===== config.mk =====
export PLATFORM = sky130hd
export DESIGN_NAME = cht_hash
export DESIGN_NICKNAME = d
export VERILOG_FILES = /design/src/design/cht_pkg.sv /design/src/design/cht_mod.sv /design/src/design/cht_hash.sv
export SDC_FILE = /design/constraint.sdc
export NUM_CORES = 1
export LEC_CHECK = 0
export BUFFER_PORTS_ARGS = -buffer_cell sky130_fd_sc_hd__buf_2
export CORE_MARGIN = 10
export CORE_UTILIZATION = 40
export DETAILED_ROUTE_END_ITERATION = 8
export GPL_TIMING_DRIVEN = 0
export PLACE_DENSITY = 0.67
export SKIP_LAST_GASP = 1
export SYNTH_ARGS = -nofsm -noshare
export SYNTH_HDL_FRONTEND = slang
export SYNTH_SLANG_ARGS = --single-unit

===== constraint.sdc =====
create_clock -name i_clk -period 5.1 [get_ports i_clk]
set_input_delay 0.255 -clock i_clk [delete_from_list [all_inputs] [get_ports i_clk]]
set_output_delay 0.255 -clock i_clk [all_outputs]
set_load 0.01 [all_outputs]

===== src/design/cht_pkg.sv =====
`timescale 1ns / 1ps

package cht_pkg;

    // defaults for the top-level parameters
    localparam int BUCKETS_DEF    = 16;
    localparam int SLOTS_DEF      = 8;
    localparam int PRIME_DEF      = 97;
    localparam int KEY_BITS_DEF   = 16;
    localparam int VALUE_BITS_DEF = 32;

    // fixed field widths
    localparam int CFG_BITS     = 7;
    localparam int CFG_IDX_BITS = 1;
    localparam int OP_BITS      = 2;
    localparam int STATUS_BITS  = 2;
    localparam int COUNT_BITS   = 8;

    // register indexes
    localparam logic [CFG_IDX_BITS-1:0] CFG_MULT   = 1'd0;
    localparam logic [CFG_IDX_BITS-1:0] CFG_OFFSET = 1'd1;

    // opcodes
    localparam logic [OP_BITS-1:0] OP_INSERT = 2'd0;
    localparam logic [OP_BITS-1:0] OP_SEARCH = 2'd1;
    localparam logic [OP_BITS-1:0] OP_DELETE = 2'd2;

    // status codes
    localparam logic [STATUS_BITS-1:0] STAT_OK        = 2'd0;
    localparam logic [STATUS_BITS-1:0] STAT_NOT_FOUND = 2'd1;
    localparam logic [STATUS_BITS-1:0] STAT_FULL      = 2'd2;

    localparam logic [CFG_BITS-1:0] MULT_RESET   = 7'd1;
    localparam logic [CFG_BITS-1:0] OFFSET_RESET = 7'd0;

    typedef enum logic [2:0] {
        ST_CLEAR,
        ST_IDLE,
        ST_HASH,
        ST_FILL,
        ST_SCAN,
        ST_SHIFT,
        ST_MOVE
    } t_state;

endpackage


===== src/design/cht_mod.sv =====
`timescale 1ns / 1ps

// x mod DIV by reciprocal multiply, three register stages.
// q = floor(x * floor(2^W / DIV) / 2^W) undershoots by at most one,
// so one compare and subtract finishes the job.
module cht_mod #(
    parameter int IN_W  = 24,
    parameter int DIV   = 97,
    parameter int OUT_W = 7
) (
    input  logic             i_clk,
    input  logic             i_rst_n,
    input  logic             i_valid,
    input  logic [IN_W-1:0]  i_x,
    output logic             o_valid,
    output logic [OUT_W-1:0] o_r
);
    import cht_pkg::*;

    localparam int W = (IN_W > OUT_W) ? IN_W : OUT_W;
    localparam longint unsigned MULT = (64'd1 << W) / DIV;
    localparam logic [W-1:0] M_C   = W'(MULT);
    localparam logic [W-1:0] DIV_C = W'(DIV);

    logic [2:0]     r_vld;
    logic [W-1:0]   r_q;
    logic [W-1:0]   r_x1;
    logic [W-1:0]   r_t;
    logic [W-1:0]   r_x2;
    logic [W-1:0]   r_r;
    logic [W-1:0]   x_w;
    logic [2*W-1:0] prod;
    logic [2*W-1:0] t_full;
    logic [W-1:0]   diff;

    assign x_w    = W'(i_x);
    assign prod   = {{W{1'b0}}, x_w} * {{W{1'b0}}, M_C};
    assign t_full = {{W{1'b0}}, r_q} * {{W{1'b0}}, DIV_C};
    assign diff   = r_x2 - r_t;

    always_ff @(posedge i_clk) begin
        if (!i_rst_n) begin
            r_vld <= '0;
        end else begin
            r_vld <= {r_vld[1:0], i_valid};
        end
    end

    always_ff @(posedge i_clk) begin
        r_q  <= prod[2*W-1:W];
        r_x1 <= x_w;
        r_t  <= t_full[W-1:0];
        r_x2 <= r_x1;
        r_r  <= (diff >= DIV_C) ? (diff - DIV_C) : diff;
    end

    assign o_valid = r_vld[2];
    assign o_r     = r_r[OUT_W-1:0];

endmodule


===== src/design/cht_hash.sv =====
`timescale 1ns / 1ps

// bucket = ((a*key + b) mod PRIME) mod BUCKETS
module cht_hash #(
    parameter int KEY_BITS = cht_pkg::KEY_BITS_DEF,
    parameter int PRIME    = cht_pkg::PRIME_DEF,
    parameter int BUCKETS  = cht_pkg::BUCKETS_DEF
) (
    input  logic                          i_clk,
    input  logic                          i_rst_n,
    input  logic                          i_valid,
    input  logic [KEY_BITS-1:0]           i_key,
    input  logic [cht_pkg::CFG_BITS-1:0]  i_mult,
    input  logic [cht_pkg::CFG_BITS-1:0]  i_offset,
    output logic                          o_valid,
    output logic [$clog2(BUCKETS)-1:0]    o_bucket
);
    import cht_pkg::*;

    localparam int XW = KEY_BITS + CFG_BITS + 1;
    localparam int PW = $clog2(PRIME);
    localparam int BW = $clog2(BUCKETS);

    logic          r_vld0;
    logic [XW-1:0] r_x;
    logic [XW-1:0] x_c;
    logic          p_valid;
    logic [PW-1:0] p_rem;

    assign x_c = XW'(i_mult) * XW'(i_key) + XW'(i_offset);

    always_ff @(posedge i_clk) begin
        if (!i_rst_n) begin
            r_vld0 <= 1'b0;
        end else begin
            r_vld0 <= i_valid;
        end
    end

    always_ff @(posedge i_clk) begin
        r_x <= x_c;
    end

    cht_mod #(
        .IN_W  (XW),
        .DIV   (PRIME),
        .OUT_W (PW)
    ) u_mod_prime (
        .i_clk   (i_clk),
        .i_rst_n (i_rst_n),
        .i_valid (r_vld0),
        .i_x     (r_x),
        .o_valid (p_valid),
        .o_r     (p_rem)
    );

    cht_mod #(
        .IN_W  (PW),
        .DIV   (BUCKETS),
        .OUT_W (BW)
    ) u_mod_bucket (
        .i_clk   (i_clk),
        .i_rst_n (i_rst_n),
        .i_valid (p_valid),
        .i_x     (p_rem),
        .o_valid (o_valid),
        .o_r     (o_bucket)
    );

endmodule


# ---- Word level (Yosys, flattened, before mapping)
# Cells that the tools add are included.
dict set report word_totals {
  elab_cells 26
  reg_bits 152
  out_inout_bits 5
}
dict set report op_classes {
  mul 3
  muxes 2
  n_addsub 5
  n_lt_le_gt_ge 2
}
# op count
set ops {}
lappend ops {{$mul 24x13->37 const B} 1}
lappend ops {{$add 23x7->24} 1}
lappend ops {{$ge 24x7->1 const B} 1}
lappend ops {{$mul 18x7->24 const B} 1}
lappend ops {{$sub 24x24->24} 1}
lappend ops {{$mul 7x16->23} 1}
lappend ops {{$ge 7x5->1 const B} 1}
lappend ops {{$mux 7} 1}
lappend ops {{$sub 7x7->7} 1}
lappend ops {{$sub 7x7->7 const B} 1}
lappend ops {{$mux 4} 1}
lappend ops {{$sub 4x1->4 const B} 1}

# ---- Logic depth before layout (Yosys ltp)
# Gate-level depths: netlist of run 1.
dict set report depth {
  depth_word 3
  mapped_depth 20
  mapped_depth_nobuf 19
}

# ---- Hierarchy
# A second synthesis of run 1 with hierarchy kept.
dict set report unflattened {
  hier_cells 1656
  area_unflattened_um2 15730.1
}
# module instances seq_area_each_um2 cells_each area_each_um2
set by_module_without_submodules {}
lappend by_module_without_submodules {{cht_mod at u_mod_prime} 1 2001.9 1128 10700.3}
lappend by_module_without_submodules {cht_hash 1 500.5 510 4710.8}
lappend by_module_without_submodules {{cht_mod at u_mod_bucket} 1 300.3 18 319.1}

# ---- Worst setup path before layout of run 1
# Ideal clock, no wire load.
dict set report synth_timing {
  path_kind {input to register}
  start {input i_mult[3] (netlist bit)}
  end {register r_x[23]}
  path_stages 19
  setup_time_ns 0.118
  setup_slack_ns 0.188
  t_arrival_ns 4.794
  cell_sequence {clkbuf_1 nand2_1 fa_1 inv_1 fa_1 fa_1 inv_1 fa_1 inv_1 ha_1 nand3_1 nor4b_1 nor4_1 o311ai_0 a31oi_1 a211oi_1 a21o_1 a21oi_1 xnor2_1}
}
dict set report synth_via {
  elab_chain_cells 2
}
# item line
set synth_rtl {}
lappend synth_rtl {{start: declaration} cht_hash.sv:13} ;# input logic [cht_pkg::CFG_BITS-1:0] i_mult,
lappend synth_rtl {{$mul 7x16->23} cht_hash.sv:30} ;# assign x_c = XW'(i_mult) * XW'(i_key) + XW'(i_offset);
lappend synth_rtl {{$add 23x7->24} cht_hash.sv:30}
lappend synth_rtl {{named net x_c[23]} cht_hash.sv:26} ;# logic [XW-1:0] x_c;
lappend synth_rtl {{end signal: assignment} cht_hash.sv:41} ;# r_x <= x_c;
lappend synth_rtl {{end: declaration} cht_hash.sv:25} ;# logic [XW-1:0] r_x;
# The timed path passes the listed nets, and every way through them passes these cells.
# A chain may end at the register's enable or synchronous reset.

# ---- Worst setup path in the final report of run 1
dict set report layout_timing {
  start {register r_x[5]}
  end {register u_mod_prime.r_q[7]}
}
dict set report layout_via {
  elab_chain_cells 1
}
# item line
set layout_rtl {}
lappend layout_rtl {{$mul 24x13->37} cht_mod.sv:37} ;# assign prod = {{W{1'b0}}, x_w} * {{W{1'b0}}, M_C};
lappend layout_rtl {{named net u_mod_prime.prod[31]} cht_mod.sv:32} ;# logic [2*W-1:0] prod;
lappend layout_rtl {{end signal: assignment} cht_mod.sv:50} ;# r_q <= prod[2*W-1:W];
lappend layout_rtl {{end: declaration} cht_mod.sv:26} ;# logic [W-1:0] r_q;
# The timed path passes the listed nets, and every way through them passes these cells.

==> summary.md, run 1 <==
| Metric | Value |
|---|---|
| Fillers | around 3,600 |
| Final min period | between 4000 and 5000 ps |
| Data required, critical path | 5450 ps |
| Cell mode on critical path | fa_1 |
| CTS hold repair buffers | 0 |
| Core area | roughly 38,000 µm² |
| H-tree depth | 4 |
| Via density | ~4.8 |
| Pre-antenna DRT Iters | 6 |
| First-pass GRT wire length | 51,030 µm |
| Fin crit share | a little over nine tenths |
| GR Overflow Total | 0 |
| Hold/Removal Path Class | input pin to flip-flop |
| Worst setup path endpoint | u_mod_prime.r_q[7] |
| Area Growth Syn to Fin | 10.42% |
| Net count after synthesis | between 2,000 and 2,500 |
| Layout cell share with drive strength beyond 1 | 7.185% |
| Via count | between 10,000 and 15,000 |
| Clk Tree Root Cell | clkbuf_16 |
| Area leader, netlist | fa_1 |
| DP Area | 16,130 µm² |
| Flop2flop setup slack | ~270 ps |
| Cell Chain, Critical Path | ha_1, fa_1, fa_1, fa_1, inv_1, fa_1, inv_1, ha_1, and4_4, and2_1, a221oi_2, o21ai_2, o211a_1, o31a_1, o21a_1, nor2_2, xnor2_1 |
| Register area share after synthesis | roughly 18% |
| Start point of the critical path | r_x[5] |
| Total Die Area | 46,480 µm² |
| Max FO, Critical Path | 8 |
| Synth Cell Area | ~15,000 µm² |
| Drt wl/cell | approximately 13 µm |
| Critical path's largest stage delay | 520 ps |
| Hold Vio Cnt, Final | 0 |
| Asr flop ratio synth | 0% |
| Max_cap viols | 0 |
| Post-synth EDFFs | 0 |
| Initial core utilization | approximately 41% |
| DRT iter0 DRCs | between 400 and 500 |
| Ports | 38 |
| WP data arrival | 5180 ps |
| Design Area, Final | ~17,000 µm² |
| Skew-Pair Late Insertion Delay | 430 ps |
| Vias in the first global route | around 11,000 |
| Yosys warns | 0 |
| CTS tree | done |
| Post-DRT Antenna Nets | 0 |
| Global Route Usage Sum | about an eighth |
| Post-DP HPWL | ~24,000 µm |
| Setup Crit Path Kind | flip-flop to flip-flop |
| DRT Wirelength | around 29,000 µm |
| Fin. max-slew vios | 0 |
| Top-area cell type share of the netlist area | 24.07% |
| Port bufs | 37 |
| Startpoint types | flip-flop |
| CP Capture Type | flip-flop |
| Outcome | completed |
| R2R depth | 17 |
| Flops & latches, synth | 137 |
| Most frequent cell after synthesis | inv_1 |
| Hold_sp | i_offset[0] |
| Main flop type after synthesis | dfxtp_1 |
| Top cells by count, synth | 415 x inv_1, 294 x ha_1, 184 x fa_1 |
| Worst slew margin | just under 60% |
| Fmax | about 210 MHz |
| DRC violations left | 0 |
| Gate Count Post-Synth | between 1,500 and 2,000 |
| Post-Route Utilization | between 40% and 50% |
| Synth area leaders | fa_1 24%, ha_1 24%, dfxtp_1 18% |
| CTS Buffer Depth | 2 |
| Die Span Y | 215.6 µm |
| Synthesized area per cell | 9.446 µm² |
| Clock slew at reported path FFs | approximately 60 ps |
| Worst-margin pin slew | between 600 and 700 ps |
| Initial antenna violation count | 0 |
| Chip width | approximately 220 µm |
| R2r endpoint | u_mod_prime.r_q[7] |
| Fin Clk Skew | roughly 10 ps |
| CP max stage cell | fa_1 |
| Final #Nets | 2,183 |
| Yosys cell types | 66 |
| FF-to-FF Start | r_x[5] |
| Routability Congestion | 0.8888 |
| TritonCTS Buffers | 17 |
| Antenna Cells | 0 |
| Row count | between 70 and 80 |
| Largest net degree at the start of global routing | 17 |
| Clk sink count | between 100 and 150 |
| Final setup viols | 0 |
==> worst min path at each step <==
stage	to	slack, ps	depth (start not counted)
floorplan	u_mod_bucket.r_r[0]	310	0
detailed placement	u_mod_bucket.r_r[0]	310	0
global placement	u_mod_bucket.r_x1[2]	310	0
CTS	r_x[0]	40	2
global route	r_x[0]	50	2
finish	r_x[0]	50	2
==> what timing repair did <==
action                                  CTS  global route
pin swaps                                 0             3
endpoints found under the setup margin   15            11
buffers inserted                          0             2
resized for setup                        21            18
==> routing by layer <==
metal | global-route usage (%) | routed length (µm)
met2 | 23.01 | 14630
met4 | 4.060 | 570
met5 | 0 | 0
met3 | 1.804 | 644
met1 | 15.90 | 13060
==> logic make-up (layout without fill, tap and decap cells) <==
family                     Yosys count  count (layout)  share of synthesized area, %
muxes                                4               4                        0.2617
and+or+nand+nor                    306             306                         10.69
AOI/OAI and AO/OA                  199             199                         8.749
adders and majority gates          478             478                         48.11
buffers and inverters              432             496                         10.61
DFF                                137             137                         17.92
xor gates and xnor gates            64              64                         3.663
==> critical path: cells and delay by family, from the launching register on <==
| kind | cells | cell delay [ps] |
|---|---|---|
| AND/OR/NAND/NOR | 3 | 460 |
| flip-flops | 1 | 400 |
| XOR/XNOR | 1 | 110 |
| adder cells (fa/ha/maj) | 6 | 2520 |
| AO/OA/AOI/OAI | 5 | 1170 |
| buffers and inverters | 2 | 90 |
==> sequential cells by signal, indices dropped and copies added (netlist names) <==
signal              count
u_mod_bucket.r_x1       4
u_mod_prime.r_x1       24
u_mod_bucket.r_r        4
u_mod_prime.r_vld       3
r_x                    24
u_mod_bucket.r_vld      3
u_mod_prime.r_x2       24
u_mod_prime.r_t        24
u_mod_bucket.r_x2       4
u_mod_prime.r_r         4
r_vld0                  1
u_mod_prime.r_q        18
==> layout make-up <==
type,instances,area [µm²],area share [%]
plain buffers,11,42.54,0.2518
clock buffers,21,470.5,2.784
clock inverters,10,215.2,1.274
inverters,415,1558,9.219
multi-input cells,1051,10990,65.03
flip-flops and latches,137,2783,16.47
well taps,511,639.4,3.784
repair buffers,39,200.2,1.185
==> placed cells by master (no fill, tap or decap), types with 11 or more instances in the layout <==
cell and n:
clkbuf_1 11, clkbuf_16 17, dfxtp_2 11, fa_1 184
nor2_1 47, buf_2 37, inv_1 415, nor3_1 20
and2_1 86, xor2_1 21, nand3_1 11, dfxtp_1 119
o21ai_0 35, nand2b_1 16, a21oi_1 53, xnor2_1 43
ha_1 294, nand2_1 68, a21o_1 19
==> through the flow <==
step / setup WS (ps) / cells / hold slack (ps) / setup TNS (ps)
global route: -8.852 / 2195 / 45.71 / -8.852
floorplan: 188.1 / 1620 / 309.6 / 0
finish: 271.7 / 2195 / 48.52 / 0
CTS: 0.06040 / 2193 / 36.60 / 0
detailed placement: -856.2 / 2168 / 312.1 / -6431
global placement: -793.9 / 2168 / 311.4 / -4809
Power of run 1 is not shown: default switching activity piles up to over one toggle a cycle in this logic, so the estimate is an artifact.
==> inputs of run 2 (changes only) <==
--- a/config.mk
+++ b/config.mk
@@ -8,6 +8,7 @@
 export BUFFER_PORTS_ARGS = -buffer_cell sky130_fd_sc_hd__buf_2
 export CORE_MARGIN = 10
 export CORE_UTILIZATION = 40
+export CTS_BUF_LIST = sky130_fd_sc_hd__clkbuf_4
 export DETAILED_ROUTE_END_ITERATION = 8
 export GPL_TIMING_DRIVEN = 0
 export PLACE_DENSITY = 0.67
==> summary.md, run 2 (synthesis results as in run 1) <==
| Metric | Value |
|---|---|
| Outcome | completed (unchanged) |
| Ports | 38 (unchanged) |
| Die Span Y | 215.6 µm (unchanged) |
| Critical path's largest stage delay | 520 ps (about the same) |
| Worst hold margin | 190.5 ps (was 48.52 ps) |
| Largest net degree at the start of global routing | 17 (unchanged) |
| Most frequent cells in the layout | 415 x inv_1, 294 x ha_1, 184 x fa_1 (unchanged) |
| DRT iter0 DRCs | 315 (was 427) |
| Cell mode on critical path | fa_1 (unchanged) |
| Area Growth Syn to Fin | 8.896% (was 10.42%) |
| Layout cell share with drive strength beyond 1 | 7.379% (was 7.185%) |
| Max FO, Critical Path | 8 (unchanged) |
| Fin. max-slew vios | 0 (unchanged) |
| Skew-Pair Late Insertion Delay | 550 ps (was 430 ps) |
| DRT Wirelength | 28,650 µm (was 28,910 µm) |
| DP Area | 16,130 µm² (unchanged) |
| TritonCTS Buffers | 17 (unchanged) |
| R2R depth | 17 (unchanged) |
| Initial core utilization | 40.63% (unchanged) |
| Via density | 4.723 (was 4.761) |
| FF-to-FF Start | r_x[7] (was r_x[5]) |
| Post-DP HPWL | 24,340 µm (unchanged) |
| Core area | 37,670 µm² (unchanged) |
| R2r endpoint | u_mod_prime.r_q[7] (unchanged) |
| Max_cap viols | 0 (unchanged) |
| Row count | 71 (unchanged) |
| Chip width | 215.6 µm (unchanged) |
| Drt wl/cell | 12.99 µm (was 13.17 µm) |
| Fmax | 205.8 MHz (was 207.1 MHz) |
| Fin crit share | 95.28% (was 94.67%) |
| Global Route Usage Sum | 12.83% (was 12.98%) |
| CP max stage cell | fa_1 (unchanged) |
| Worst slew margin | 56.71% (was 57.79%) |
| Clk Tree Root Cell | clkbuf_4 (was clkbuf_16) |
| Initial antenna violation count | 1 (was 0) |
| DRC violations left | 0 (unchanged) |
| Port bufs | 37 (unchanged) |
| Vias in the first global route | 11,107 (was 11,210) |
| GR Overflow Total | 0 (unchanged) |
| Hold/Removal Path Class | input pin to flip-flop (unchanged) |
| Cell Chain, Critical Path | ha_1, fa_1, fa_1, fa_1, inv_1, fa_1, inv_1, ha_1, and4_4, and2_1, a221oi_2, o21ai_2, o211a_1, o31a_1, o21a_1, nor2_2, xnor2_1 (unchanged) |
| CTS Buffer Depth | 2 (unchanged) |
| Startpoint types | flip-flop (unchanged) |
| CTS tree | done (unchanged) |
| Final min period | 4859 ps (was 4828 ps) |
| Via count | 10,420 (was 10,451) |
| Pre-antenna DRT Iters | 6 (unchanged) |
| Data required, critical path | 5570 ps (was 5450 ps) |
| Final #Nets | 2,193 (was 2,183) |
| Start point of the critical path | r_x[7] (was r_x[5]) |
| Setup TNS | 0 ps (unchanged) |
| Fin Clk Skew | 28.01 ps (was 10.42 ps) |
| CP Capture Type | flip-flop (unchanged) |
| Final setup viols | 0 (unchanged) |
| H-tree depth | 4 (unchanged) |
| Flop2flop setup slack | 240 ps (was 270 ps) |
| Commonest non-fill, non-tap cell in the layout | inv_1 (unchanged) |
| Design Area, Final | 16,660 µm² (was 16,900 µm²) |
| Hold Vio Cnt, Final | 0 (unchanged) |
| Post-DRT Antenna Nets | 0 (unchanged) |
| Setup Crit Path Kind | flip-flop to flip-flop (unchanged) |
| Clock slew at reported path FFs | 130 ps (was 60 ps) |
| Worst setup path endpoint | u_mod_prime.r_q[7] (unchanged) |
| Routability Congestion | 0.8888 (unchanged) |
| Total Die Area | 46,480 µm² (unchanged) |
| Worst-margin pin slew | 642.6 ps (was 626.5 ps) |
| First-pass GRT wire length | 50,600 µm (was 51,030 µm) |
| Clk sink count | 137 (unchanged) |
| WP data arrival | 5320 ps (was 5180 ps) |
-- run 2: repair_timing --
item                       in CTS  in global routing
hold buffers                    4                  0
gates resized for setup        24                 18
hold endpoints to repair        8                  0
buffers inserted                0                  8
pin swaps                       0                  3
setup endpoints to repair      14                 12
-- run 2: per-layer routing --
layer | global-route usage (%) | vias to the layer above | wire length (µm) | share of wire [%]
li1 | - | 5271 | - | -
met1 | 15.86 | 5007 | 13210 | 46
met2 | 22.79 | 116 | 14460 | 50
met3 | 1.608 | 26 | 544 | 1.9
met4 | 3.825 | 0 | 430 | 1.5
met5 | 0 | - | 0 | 0
-- run 2: final cells by class --
type	instances	area, µm²
Fill cell	3683	21000
Multi-Input combinational cell	1051	10980
Sequential cell	137	2794
Inverter	415	1558
Tap cell	511	639.4
Timing Repair Buffer	49	285.3
Clock inverter	13	226.5
Clock buffer	18	135.1
Buffer	11	42.54
Antenna cell	1	2.502
-- run 2: worst min path at each step --
| stage | endpoint | from | cells after the start |
|---|---|---|---|
| after detailed placement | u_mod_bucket.r_r[0] | u_mod_bucket.r_x2[0] | 0 |
| after CTS | r_x[0] | i_key[0] | 3 |
| after global placement | u_mod_bucket.r_x1[2] | u_mod_prime.r_r[2] | 0 |
| after floorplan | u_mod_bucket.r_r[0] | u_mod_bucket.r_x2[0] | 0 |
| final | r_x[0] | i_key[0] | 3 |
| after global routing | r_x[0] | i_key[0] | 3 |
-- run 2: through the flow --
step           worst slack (ps)  instances  util [%]
6_report                  241.0       2206     44.24
5_1_grt                  -21.61       2206     44.24
4_1_cts                   14.82       2198     43.93
3_5_place_dp             -856.2       2168     42.81
3_3_place_gp             -793.9       2168     42.81
2_1_floorplan             188.1       1620         -
-- run 2: critical path: cells and delay by family (launching register included) --
kind	cells	cell delay [ps]
adders and majority gates	6	2460
AOI/OAI and AO/OA	5	1180
DFF	1	460
and+or+nand+nor	3	460
xor gates and xnor gates	1	120
buffers and inverters	2	90
Power of run 2 is left out for the same reason.
==> inputs of run 3 (changes only) <==
--- a/config.mk
+++ b/config.mk
@@ -11,8 +11,9 @@
 export CTS_BUF_LIST = sky130_fd_sc_hd__clkbuf_4
 export DETAILED_ROUTE_END_ITERATION = 8
 export GPL_TIMING_DRIVEN = 0
-export PLACE_DENSITY = 0.67
+export PLACE_DENSITY = 0.65
 export SKIP_LAST_GASP = 1
 export SYNTH_ARGS = -nofsm -noshare
 export SYNTH_HDL_FRONTEND = slang
+export SYNTH_HIERARCHICAL = 1
 export SYNTH_SLANG_ARGS = --single-unit
==> constraint.sdc (replaced) <==
create_clock -name i_clk -period 4.86 [get_ports i_clk]
set_input_delay 0.243 -clock i_clk [delete_from_list [all_inputs] [get_ports i_clk]]
set_output_delay 0.243 -clock i_clk [all_outputs]
set_load 0.01 [all_outputs]
==> summary.md, run 3 <==
| Metric | Value |
|---|---|
| Drt wl/cell | 13.43 µm (was 12.99 µm) |
| Row count | 72 (was 71) |
| Routability Congestion | 0.8691 (was 0.8888) |
| Commonest non-fill, non-tap cell in the layout | inv_1 (unchanged) |
| Pre-antenna DRT Iters | 7 (was 6) |
| DRC violations left | 0 (unchanged) |
| Clk sink count | 137 (unchanged) |
| First-pass GRT wire length | 52,980 µm (was 50,600 µm) |
| Final Non-Filler Cells | 2,262 (was 2,206) |
| CTS Buffer Depth | 2 (unchanged) |
| Total Die Area | 47,330 µm² (was 46,480 µm²) |
| Synthesized area per cell | 9.502 µm² (was 9.446 µm²) |
| Via density | 4.762 (was 4.723) |
| Largest net degree at the start of global routing | 17 (unchanged) |
| Core area | 38,650 µm² (was 37,670 µm²) |
| Max_cap viols | 0 (unchanged) |
| Hold/Removal Path Class | input pin to flip-flop (unchanged) |
| Vias in the first global route | 11,380 (was 11,107) |
| Fin. max-slew vios | 0 (unchanged) |
| Worst-margin pin slew | 584.7 ps (was 642.6 ps) |
| Hold Vio Cnt, Final | 0 (unchanged) |
| Setup TNS | 0 ps (unchanged) |
| Fin Clk Skew | 31.63 ps (was 28.01 ps) |
| Worst slew margin | 60.51% (was 56.71%) |
| Chip width | 217.6 µm (was 215.6 µm) |
| Clk Tree Root Cell | clkbuf_4 (unchanged) |
| Initial core utilization | 40.40% (was 40.63%) |
| Ports | 38 (unchanged) |
| Fmax | 208.3 MHz (was 205.8 MHz) |
| Port bufs | 37 (unchanged) |
| H-tree depth | 4 (unchanged) |
| Gate Count Post-Synth | 1,643 (was 1,620) |
| Synth Cell Area | 15,610 µm² (was 15,300 µm²) |
| Startpoint types | flip-flop (unchanged) |
| Dpl cells | 2,198 (was 2,168) |
| Post-DRT Antenna Nets | 0 (unchanged) |
| Net count after synthesis | 2,154 (was 2,131) |
| Final setup viols | 0 (unchanged) |
| WP data arrival | 5290 ps (was 5320 ps) |
| DRT iter0 DRCs | 414 (was 315) |
| Fillers | 3,679 (was 3,683) |
| Initial antenna violation count | 1 (unchanged) |
| Most frequent cells in the layout | 407 x inv_1, 286 x ha_1, 183 x fa_1 (was 415 x inv_1, 294 x ha_1, 184 x fa_1) |
| Global Route Usage Sum | 13.32% (was 12.83%) |
| Final #Nets | 2,241 (was 2,193) |
| CTS tree | done (unchanged) |
| Skew-Pair Late Insertion Delay | 570 ps (was 550 ps) |
| CP Capture Type | flip-flop (unchanged) |
| Post-DP HPWL | 24,800 µm (was 24,340 µm) |
| Setup Crit Path Kind | flip-flop to flip-flop (unchanged) |
| Worst hold margin | 152.5 ps (was 190.5 ps) |
| Yosys warns | 6 (was 0) |
| Via count | 10,772 (was 10,420) |
| Max FO, Critical Path | 6 (was 8) |
| Die Span Y | 217.6 µm (was 215.6 µm) |
| DRT Wirelength | 30,390 µm (was 28,650 µm) |
| GR Overflow Total | 0 (unchanged) |
| Area Growth Syn to Fin | 10.42% (was 8.896%) |
| TritonCTS Buffers | 17 (unchanged) |
| RSZ-0062 raised after global routing | true |
| Data required, critical path | 5350 ps (was 5570 ps) |
| Final min period | 4800 ps (was 4859 ps) |
| Fin crit share | 98.77% (was 95.28%) |
| Layout cell share with drive strength beyond 1 | 10.21% (was 7.379%) |
| Clock slew at reported path FFs | 140 ps (was 130 ps) |
| Outcome | completed (unchanged) |
[run 3: repair_timing]
item | in CTS | in global routing
resized for setup | 45 | 30
hold buffers | 4 | 0
hold endpoints to repair | 9 | 0
pin swaps | 6 | 5
buffers inserted | 17 | 10
setup endpoints to repair | 14 | 12
[run 3: path summary, 6_finish.rpt]
| check | end | depth (start not counted) | start | slack (ps) |
|---|---|---|---|---|
| worst min-delay path | r_x[0] | 3 | i_key[0] | 150 |
| worst min register to register | u_mod_prime/r_x2[5] | 0 | u_mod_prime/r_x1[5] | 330 |
| worst max register to register | u_mod_prime/r_q[16] | 17 | r_x[5] | 60 |
| worst max-delay path | u_mod_prime/r_q[16] | 17 | r_x[5] | 60 |
[run 3: layout make-up]
type / instances / area (µm²) / share of cell area (%)
multi-input combinational: 1074 / 11400 / 66.13
timing repair buffer: 68 / 431.7 / 2.504
clock inverter: 14 / 160.2 / 0.9290
buffer: 23 / 117.6 / 0.6822
inverter: 409 / 1535 / 8.906
tap: 518 / 648.1 / 3.760
clock buffer: 18 / 135.1 / 0.7839
sequential: 137 / 2809 / 16.29
antenna: 1 / 2.502 / 0.01452
[run 3: worst max-delay path, cell delays in order, from the launching register on]
cell and delay, ps:
dfxtp_4 410, ha_1 310, fa_1 500, fa_1 430
fa_1 490, inv_1 50, fa_1 470, inv_1 40
ha_1 300, a21o_1 180, a21oi_2 160, o21ai_2 110
a211o_4 390, o2111ai_4 250, o21ai_4 100, a41o_1 240
a21oi_2 140, xnor2_1 150
[run 3: stage by stage]
step / util (%) / instance area, µm² / worst slack (ps)
floorplan: - / 15610 / 45.50
global placement: 42.55 / 16450 / -640.9
detailed placement: 42.55 / 16450 / -768.6
CTS: 44.10 / 17040 / 1.599
global route: 44.61 / 17240 / -127.2
finish: 44.61 / 17240 / 59.99
[run 3: metal layers]
metal | GRT usage (%) | routed length [µm]
met3 | 2.053 | 735
met1 | 16.98 | 14320
met4 | 3.845 | 569
met5 | 0 | 0
met2 | 22.83 | 14770
Power of run 3 is left out for the same reason.
